File: config.mk
export PLATFORM = sky130hd
export DESIGN_NAME = ordered_key_value_list_top
export DESIGN_NICKNAME = d
export VERILOG_FILES = /design/src/hdl/okvl_pkg.sv /design/src/hdl/okvl_front.sv /design/src/hdl/okvl_back.sv /design/src/hdl/ordered_key_value_list_top.sv
export SDC_FILE = /design/constraint.sdc
export NUM_CORES = 2
export LEC_CHECK = 0
export BUFFER_PORTS_ARGS = -buffer_cell sky130_fd_sc_hd__buf_2
export CAP_MARGIN = 30
export CORE_MARGIN = 2
export CORE_UTILIZATION = 40
export CTS_BUF_LIST = sky130_fd_sc_hd__clkbuf_4 sky130_fd_sc_hd__clkbuf_8
export CTS_CLUSTER_DIAMETER = 30
export DETAILED_ROUTE_END_ITERATION = 12
export PLACE_DENSITY = 0.66
export RECOVER_POWER = 50
export SLEW_MARGIN = 40
export SYNTH_ARGS = -nofsm -noshare
export SYNTH_HDL_FRONTEND = slang
export SYNTH_MEMORY_MAX_BITS = 65536
export SYNTH_SLANG_ARGS = --single-unit
export TNS_END_PERCENT = 10
File: constraint.sdc
create_clock -name clk -period 24.4 [get_ports clk]
set_input_delay 2.44 -clock clk [delete_from_list [all_inputs] [get_ports clk]]
set_output_delay 2.44 -clock clk [all_outputs]
set_load 0.005 [all_outputs]
File: src/hdl/okvl_pkg.sv
`default_nettype none
// ----------------------------------------------------------------------------
// okvl_pkg
// Shared types and codes for the ordered key/value list.
// ----------------------------------------------------------------------------
package okvl_pkg;

	localparam int DEPTH_DEF = 64;

	localparam logic [2:0] CMD_INS_FRONT = 3'd0;
	localparam logic [2:0] CMD_INS_BACK  = 3'd1;
	localparam logic [2:0] CMD_REM_FRONT = 3'd2;
	localparam logic [2:0] CMD_REM_BACK  = 3'd3;
	localparam logic [2:0] CMD_REM_AT    = 3'd4;
	localparam logic [2:0] CMD_SEARCH    = 3'd5;

	typedef enum logic [2:0] {
		ST_OK       = 3'd0,
		ST_FULL     = 3'd1,
		ST_EMPTY    = 3'd2,
		ST_BADPOS   = 3'd3,
		ST_NOTFOUND = 3'd4
	} status_t;

	typedef enum logic [2:0] {
		OP_INS_FRONT,
		OP_INS_BACK,
		OP_REM_FRONT,
		OP_REM_BACK,
		OP_REM_AT,
		OP_SEARCH,
		OP_NOP
	} op_t;

	typedef struct packed {
		logic        [2:0]  cmd;
		logic signed [31:0] key_in;
		logic signed [31:0] value_in;
		logic        [5:0]  position;
	} req_t;

	typedef struct packed {
		status_t            status;
		logic signed [31:0] removed_key;
		logic        [5:0]  found_index;
		logic signed [31:0] found_value;
		logic        [6:0]  count_out;
	} rsp_t;

	// decoded command handed from front to back
	typedef struct packed {
		op_t         op;
		logic [31:0] key;
		logic [31:0] value;
		logic [5:0]  position;
	} job_t;

	localparam rsp_t RSP_ZERO = '{
		status: ST_OK,
		removed_key: 32'sd0,
		found_index: 6'd0,
		found_value: 32'sd0,
		count_out: 7'd0
	};

endpackage
`default_nettype wire

File: src/hdl/okvl_front.sv
`default_nettype none
// ----------------------------------------------------------------------------
// okvl_front
// Accepts command items, decodes them and holds them in a two-entry queue.
// ----------------------------------------------------------------------------
module okvl_front import okvl_pkg::*; (
	input  wire logic clk,
	input  wire logic arst_n,
	input  wire logic push,
	output logic      full,
	input  wire req_t req,
	output logic      job_valid,
	output job_t      job,
	input  wire logic take
);

	job_t       slot_q [2];
	logic       wr_ptr_q;
	logic       rd_ptr_q;
	logic [1:0] fill_q;
	logic       accept;
	job_t       dec;

	always_comb begin
		dec.key      = req.key_in;
		dec.value    = req.value_in;
		dec.position = req.position;
		unique case (req.cmd)
			CMD_INS_FRONT: dec.op = OP_INS_FRONT;
			CMD_INS_BACK:  dec.op = OP_INS_BACK;
			CMD_REM_FRONT: dec.op = OP_REM_FRONT;
			CMD_REM_BACK:  dec.op = OP_REM_BACK;
			CMD_REM_AT:    dec.op = OP_REM_AT;
			CMD_SEARCH:    dec.op = OP_SEARCH;
			default:       dec.op = OP_NOP;
		endcase
	end

	assign full      = (fill_q == 2'd2);
	assign accept    = push && !full;
	assign job_valid = (fill_q != 2'd0);
	assign job       = slot_q[rd_ptr_q];

	always_ff @(posedge clk) begin
		if (accept) begin
			slot_q[wr_ptr_q] <= dec;
		end
	end

	always_ff @(posedge clk or negedge arst_n) begin
		if (!arst_n) begin
			wr_ptr_q <= 1'b0;
			rd_ptr_q <= 1'b0;
			fill_q   <= 2'd0;
		end else begin
			if (accept) begin
				wr_ptr_q <= !wr_ptr_q;
			end
			if (take) begin
				rd_ptr_q <= !rd_ptr_q;
			end
			fill_q <= fill_q + {1'b0, accept} - {1'b0, take};
		end
	end

endmodule
`default_nettype wire

File: src/hdl/okvl_back.sv
`default_nettype none
// ----------------------------------------------------------------------------
// okvl_back
// Executes decoded commands on a circular key/value store and holds the
// result item until it is popped.
// ----------------------------------------------------------------------------
module okvl_back import okvl_pkg::*; #(
	parameter int DEPTH = DEPTH_DEF
) (
	input  wire logic clk,
	input  wire logic arst_n,
	input  wire logic job_valid,
	input  wire job_t job,
	output logic      take,
	output logic      empty,
	input  wire logic pop,
	output rsp_t      rsp
);

	localparam int AW = $clog2(DEPTH);
	localparam int CW = $clog2(DEPTH + 1);
	localparam int PW = (CW > 6) ? CW : 6;
	localparam logic [AW:0]   DEPTH_X = (AW + 1)'(DEPTH);
	localparam logic [AW-1:0] LAST    = AW'(DEPTH - 1);

	typedef enum logic [2:0] {
		S_IDLE,
		S_RDWAIT,
		S_SEARCH,
		S_SHRD,
		S_SHWR
	} state_t;

	state_t          state_q;
	logic [AW-1:0]   head_q;
	logic [CW-1:0]   count_q;
	logic [AW-1:0]   idx_q;
	job_t            cur_q;
	rsp_t            res_q;
	logic            res_valid_q;
	rsp_t            out_q;
	logic            out_valid_q;
	logic [63:0]     mem_q [DEPTH];
	logic [63:0]     rd_data_q;

	logic            start;
	logic            xfer;
	logic            is_full;
	logic            is_empty;
	logic            bad_pos;
	logic [AW-1:0]   head_inc;
	logic [AW-1:0]   head_dec;
	logic [AW-1:0]   rd_lidx;
	logic [AW-1:0]   rd_addr;
	logic            we;
	logic [AW-1:0]   wa;
	logic [63:0]     wd;
	logic [AW-1:0]   cur_pos;
	rsp_t            start_rsp;

	function automatic logic [AW-1:0] phys(input logic [AW-1:0] base,
	                                       input logic [AW-1:0] lidx);
		logic [AW:0] s;
		s = {1'b0, base} + {1'b0, lidx};
		if (s >= DEPTH_X) begin
			s = s - DEPTH_X;
		end
		return s[AW-1:0];
	endfunction

	assign start    = job_valid && (state_q == S_IDLE) && !res_valid_q;
	assign take     = start;
	// finished result moves to the output register once that one is free
	assign xfer     = res_valid_q && (!out_valid_q || pop);
	assign is_full  = (count_q == CW'(DEPTH));
	assign is_empty = (count_q == '0);
	assign bad_pos  = (PW'(job.position) >= PW'(count_q));
	assign head_inc = (head_q == LAST) ? '0 : head_q + 1'b1;
	assign head_dec = (head_q == '0) ? LAST : head_q - 1'b1;
	assign cur_pos  = AW'(cur_q.position);
	assign empty    = !out_valid_q;
	assign rsp      = out_q;

	always_comb begin
		start_rsp = RSP_ZERO;
		start_rsp.count_out = 7'(count_q);
		case (job.op) inside
			OP_INS_FRONT, OP_INS_BACK: begin
				if (is_full) begin
					start_rsp.status = ST_FULL;
				end else begin
					start_rsp.count_out = 7'(count_q + 1'b1);
				end
			end
			OP_REM_FRONT, OP_REM_BACK: begin
				if (is_empty) begin
					start_rsp.status = ST_EMPTY;
				end
			end
			OP_REM_AT: begin
				if (bad_pos) begin
					start_rsp.status = ST_BADPOS;
				end
			end
			OP_SEARCH: begin
				if (is_empty) begin
					start_rsp.status      = ST_NOTFOUND;
					start_rsp.found_value = -32'sd1;
				end
			end
			default: ;
		endcase
	end

	always_comb begin
		rd_lidx = idx_q;
		case (state_q)
			S_IDLE: begin
				case (job.op)
					OP_REM_BACK: rd_lidx = AW'(count_q - 1'b1);
					OP_REM_AT:   rd_lidx = AW'(job.position);
					default:     rd_lidx = '0;
				endcase
			end
			S_SEARCH, S_SHRD: rd_lidx = idx_q + 1'b1;
			default:          rd_lidx = idx_q;
		endcase
		rd_addr = phys(head_q, rd_lidx);
	end

	always_comb begin
		we = 1'b0;
		wa = phys(head_q, idx_q);
		wd = rd_data_q;
		if (start && !is_full && job.op == OP_INS_FRONT) begin
			we = 1'b1;
			wa = head_dec;
			wd = {job.key, job.value};
		end else if (start && !is_full && job.op == OP_INS_BACK) begin
			we = 1'b1;
			wa = phys(head_q, AW'(count_q));
			wd = {job.key, job.value};
		end else if (state_q == S_SHWR) begin
			we = 1'b1;
		end
	end

	always_ff @(posedge clk) begin
		if (we) begin
			mem_q[wa] <= wd;
		end
		rd_data_q <= mem_q[rd_addr];
		if (xfer) begin
			out_q <= res_q;
		end
	end

	always_ff @(posedge clk or negedge arst_n) begin
		if (!arst_n) begin
			out_valid_q <= 1'b0;
		end else if (xfer) begin
			out_valid_q <= 1'b1;
		end else if (pop && out_valid_q) begin
			out_valid_q <= 1'b0;
		end
	end

	always_ff @(posedge clk or negedge arst_n) begin
		if (!arst_n) begin
			state_q     <= S_IDLE;
			head_q      <= '0;
			count_q     <= '0;
			res_valid_q <= 1'b0;
		end else begin
			if (xfer) begin
				res_valid_q <= 1'b0;
			end
			unique case (state_q)
				S_IDLE: begin
					if (start) begin
						cur_q <= job;
						res_q <= start_rsp;
						case (job.op) inside
							OP_INS_FRONT, OP_INS_BACK: begin
								res_valid_q <= 1'b1;
								if (!is_full) begin
									count_q <= count_q + 1'b1;
									if (job.op == OP_INS_FRONT) begin
										head_q <= head_dec;
									end
								end
							end
							OP_REM_FRONT, OP_REM_BACK: begin
								if (is_empty) begin
									res_valid_q <= 1'b1;
								end else begin
									state_q <= S_RDWAIT;
								end
							end
							OP_REM_AT: begin
								if (bad_pos) begin
									res_valid_q <= 1'b1;
								end else begin
									state_q <= S_RDWAIT;
								end
							end
							OP_SEARCH: begin
								if (is_empty) begin
									res_valid_q <= 1'b1;
								end else begin
									idx_q   <= '0;
									state_q <= S_SEARCH;
								end
							end
							default: begin
								res_valid_q <= 1'b1;
							end
						endcase
					end
				end
				S_RDWAIT: begin
					res_q.removed_key <= rd_data_q[63:32];
					// remove at an inner position needs a shift of the tail
					if (cur_q.op == OP_REM_AT && cur_pos != '0 &&
					    CW'(cur_pos) + 1'b1 != count_q) begin
						idx_q   <= cur_pos;
						state_q <= S_SHRD;
					end else begin
						if (cur_q.op == OP_REM_FRONT ||
						    (cur_q.op == OP_REM_AT && cur_pos == '0)) begin
							head_q <= head_inc;
						end
						count_q         <= count_q - 1'b1;
						res_q.count_out <= 7'(count_q - 1'b1);
						res_valid_q     <= 1'b1;
						state_q         <= S_IDLE;
					end
				end
				S_SHRD: begin
					state_q <= S_SHWR;
				end
				S_SHWR: begin
					idx_q <= idx_q + 1'b1;
					if (CW'(idx_q) + CW'(2) < count_q) begin
						state_q <= S_SHRD;
					end else begin
						count_q         <= count_q - 1'b1;
						res_q.count_out <= 7'(count_q - 1'b1);
						res_valid_q     <= 1'b1;
						state_q         <= S_IDLE;
					end
				end
				S_SEARCH: begin
					if (rd_data_q[63:32] == cur_q.key) begin
						res_q.found_index <= 6'(idx_q);
						res_q.found_value <= rd_data_q[31:0];
						res_valid_q       <= 1'b1;
						state_q           <= S_IDLE;
					end else if (CW'(idx_q) + 1'b1 == count_q) begin
						res_q.status      <= ST_NOTFOUND;
						res_q.found_value <= -32'sd1;
						res_valid_q       <= 1'b1;
						state_q           <= S_IDLE;
					end else begin
						idx_q <= idx_q + 1'b1;
					end
				end
				default: begin
					state_q <= S_IDLE;
				end
			endcase
		end
	end

endmodule
`default_nettype wire

File: src/hdl/ordered_key_value_list_top.sv
`default_nettype none
// Path from the front queue head: insert, a failed command or an unused code is
// settled on acceptance; remove front/back reads in S_RDWAIT; search walks in
// S_SEARCH to the match or the end; remove at an inner position shifts the tail
// through S_SHRD and S_SHWR. One item in the back engine at a time; the memory's
// registered read sets the walk. An output register lets one result wait without
// stalling the engine. Reset empties list and queues, memory not cleared.
// ----------------------------------------------------------------------------
// ordered_key_value_list_top
// Bounded ordered key/value list with front/back insert, remove and search.
// ----------------------------------------------------------------------------
module ordered_key_value_list_top import okvl_pkg::*; #(
	parameter int DEPTH = DEPTH_DEF
) (
	input  wire logic clk,
	input  wire logic arst_n,
	input  wire logic push,
	output logic      full,
	input  wire req_t req,
	output logic      empty,
	input  wire logic pop,
	output rsp_t      rsp
);

	logic job_valid;
	job_t job;
	logic take;

	okvl_front u_front (
		.clk       (clk),
		.arst_n    (arst_n),
		.push      (push),
		.full      (full),
		.req       (req),
		.job_valid (job_valid),
		.job       (job),
		.take      (take)
	);

	okvl_back #(
		.DEPTH (DEPTH)
	) u_back (
		.clk       (clk),
		.arst_n    (arst_n),
		.job_valid (job_valid),
		.job       (job),
		.take      (take),
		.empty     (empty),
		.pop       (pop),
		.rsp       (rsp)
	);

`ifndef ASSERT_OFF
	a_full_count: assert property (@(posedge clk) disable iff (!arst_n)
		(!empty && rsp.status == ST_FULL) |-> rsp.count_out == 7'(DEPTH))
		else $error("full status with count below depth");
	a_empty_count: assert property (@(posedge clk) disable iff (!arst_n)
		(!empty && rsp.status == ST_EMPTY) |-> rsp.count_out == 7'd0)
		else $error("empty status with nonzero count");
	a_notfound_val: assert property (@(posedge clk) disable iff (!arst_n)
		(!empty && rsp.status == ST_NOTFOUND) |->
		(rsp.found_value == -32'sd1 && rsp.found_index == 6'd0))
		else $error("failed search fields wrong");
	a_badpos_key: assert property (@(posedge clk) disable iff (!arst_n)
		(!empty && rsp.status == ST_BADPOS) |-> rsp.removed_key == 32'sd0)
		else $error("bad position reports a removed key");
`endif

endmodule
`default_nettype wire

==> out/metrics.cfg <==
[setup_path]
reg2reg_to = u_back.mem_q[38][0]
cp_num_cells = 15
r2r_start = u_front.rd_ptr_q
crit_fanout = 60
crit_start = u_front.rd_ptr_q
cp-endpoint = u_back.mem_q[38][0]
required_ps = 25220
crit_chain = a21oi_1 > clkbuf_1 > nor3_4 > clkbuf_1 > nand2_1 > o21ai_0 > ha_1 > a21oi_1 > nand2_1 > xor2_1 > mux2i_1 > nand3_2 > nor3_2 > buf_6 > buf_4
worstSetupStartpointType = flop
slowest_delay_ps = 4640
critPathSlowestCell = clkbuf_1
reg2regPathDepth = 15
end_kind = flop
crit_type = flop to flop
arrival_ps = 14640
r2r_slack_ps = 10580
critPathTopFamily = buffers and inverters
crit_buf_inv = 4

[synthesis]
synth_area_mm2 = 0.174
synth_edf_count = 4449
syn_inst = 7210
seq_area_frac_synth_pct = 78.0
yosysTopAreaCell = edfxtp_1
synth.top_cell.area_share_pct = 76.9
synth_area_leaders = edfxtp_1, mux4_2, mux2i_1
postSynthAreaPerCell_um2 = 24.1
synth_compound_area_share_pct = 0.829
ys_warn_count = 0
muxShareOfSynthArea_pct = 18.4
yosys.area_share.simple_pct = 1.08
synth_flop_cell = edfxtp_1
synth.most_common_cell = edfxtp_1
syn_nets = 7324
ys_async_sr_fraction_pct = 0.485
synth_seq_cells = 4535
synth_top_family_by_area = multiplexers
synthXorXnorAreaFrac_pct = 0.422
yosysUniqueCellTypes = 90
yosys-top-cells-count = edfxtp_1, mux4_2, clkbuf_1
synth_fa_ha_area_share_pct = 0.275

[placed_design]
dp_hpwl_mm = 238
numPortBuffers = 158
place_congestion = 0.823

[clocking]
cts_buffer_depth = 4
ctsHoldBuffers = 0
cts.sinks = 4535
cts_tree = done
cts_setup_buffers = 0
clkTransAtPathRegs_ps = 60
numCtsBuffers = 736
ctsRootBufferMaster = clkbuf_8
htreeDepth = 6
insertion_delay_ps = 1250
cts_resized = 0

[worst_hold_path]
hp-class = flop to flop

[sta]
period_needed_ps = 13820
fmax_mhz = 72.4
fin_hold_ws_ps = 412
final_max_slew_viol_count = 3847
finClkSkew_ps = 74.2
setup_viol = 0
hold_viol_final = 0
rsz0062_at_grt = no
min_period_over_period_pct = 56.6
tightestPinTransition_ps = 6710
relSlewSlack_pct = -347
fin_tns_setup_ps = 0

[run_status]
status = complete, but fails checks
violations = max-capacitance violations, max-slew violations

[floorplan]
die-height_um = 663
coreArea_mm2 = 0.432
num_io_pins = 159
rows = 241
fp.dieW_um = 663
dieArea_mm2 = 0.439
start_util_pct = 40.2

[routing]
drc = 0
avgViaCountPerCell = 5.87
num_vias = 84200
wirelength_mm = 471
dr.pass1.iters = 5
first_iter_violations = 12200
ant_nets = 0
wl_per_cell_um = 32.9

[layout]
syn_to_final_growth_pct = 14.5
nets = 8135
drive_gt1_share_pct = 33.7

[global_routing]
grt-ovfl-total = 0
antenna_found_initial = 10
grt_pass1_vias = 85200
gr-usage-all-layers_pct = 21.0
grt_max_degree = 140
grt_first_pass_wirelength_mm = 654

[run]
maxCapViolCount = 69

layer usage:
metal | part of all wire, % | track usage, %
met1 | 37 | 27.8
met5 | 0.0057 | 0
met2 | 50 | 35.0
met3 | 9.8 | 3.58
met4 | 3.7 | 7.48
placed cells by master (no fill, tap or decap), types with 64 or more instances in the layout:
cell      count
mux2_1       68
edfxtp_1   4449
clkinv_2     85
clkbuf_4    191
clkbuf_1    160
nor2_1       72
nor3_2       64
mux2i_1     234
xnor2_1      66
mux4_2     1280
dfxtp_1      64
buf_4       138
clkinv_1    139
clkbuf_8    765
area by class of cell:
class / instances / area [um^2]
clock inverter: 384 / 3590
clock buffer: 956 / 12000
multi-input combinational: 2262 / 37200
sequential: 4535 / 135000
tap: 5710 / 7140
inverter: 33 / 124
fill: 34900 / 233000
antenna: 8 / 20.0
timing repair buffer: 453 / 3430
worst min-delay path by stage:
stage	slack, ps	cells past startpoint	start	endpoint
floorplan	400	0	u_back.res_q[0]	u_back.rsp[0]
global placement	400	0	u_back.res_q[2]	u_back.rsp[2]
detailed placement	400	0	u_back.res_q[47]	u_back.rsp[47]
CTS	420	0	u_back.res_q[68]	u_back.rsp[68]
global route	420	0	u_back.res_q[27]	u_back.rsp[27]
finish	410	0	u_back.res_q[68]	u_back.rsp[68]
registers in the layout, indices dropped and copies added, names as in the netlist, 2 cells and up:
signal	cells
u_back.state_q	3
u_back.idx_q	6
u_front.slot_q	146
u_back.cur_q	35
u_back.head_q	6
u_back.count_q	7
u_back.mem_q	4096
u_front.fill_q	2
u_back.rsp	80
u_back.res_q	80
u_back.rd_data_q	64
u_back.cur_pos	6
kinds of logic (layout without fill, tap and decap cells):
| logic type | after synthesis | count (layout) |
|---|---|---|
| DFF | 4535 | 4535 |
| muxes | 1589 | 1589 |
| buffers and inverters | 413 | 1826 |
| and+or+nand+nor | 346 | 346 |
| AOI/OAI and AO/OA | 211 | 211 |
| xor gates and xnor gates | 79 | 79 |
| adders and majority gates | 37 | 37 |
| other | 0 | 8 |
metrics by stage:
stage	util, %	worst slack (ps)	area [um^2]	instances
2_1_floorplan	-	15560	174000	7210
3_3_place_gp	42.4	15300	183000	13000
3_5_place_dp	42.6	15760	184000	13000
4_1_cts	46.2	15740	200000	14300
5_1_grt	46.1	10110	199000	14300
6_report	46.1	10580	199000	14300
Power is not shown: default switching activity piles up to over one toggle a cycle in this logic, so the estimate is an artifact.
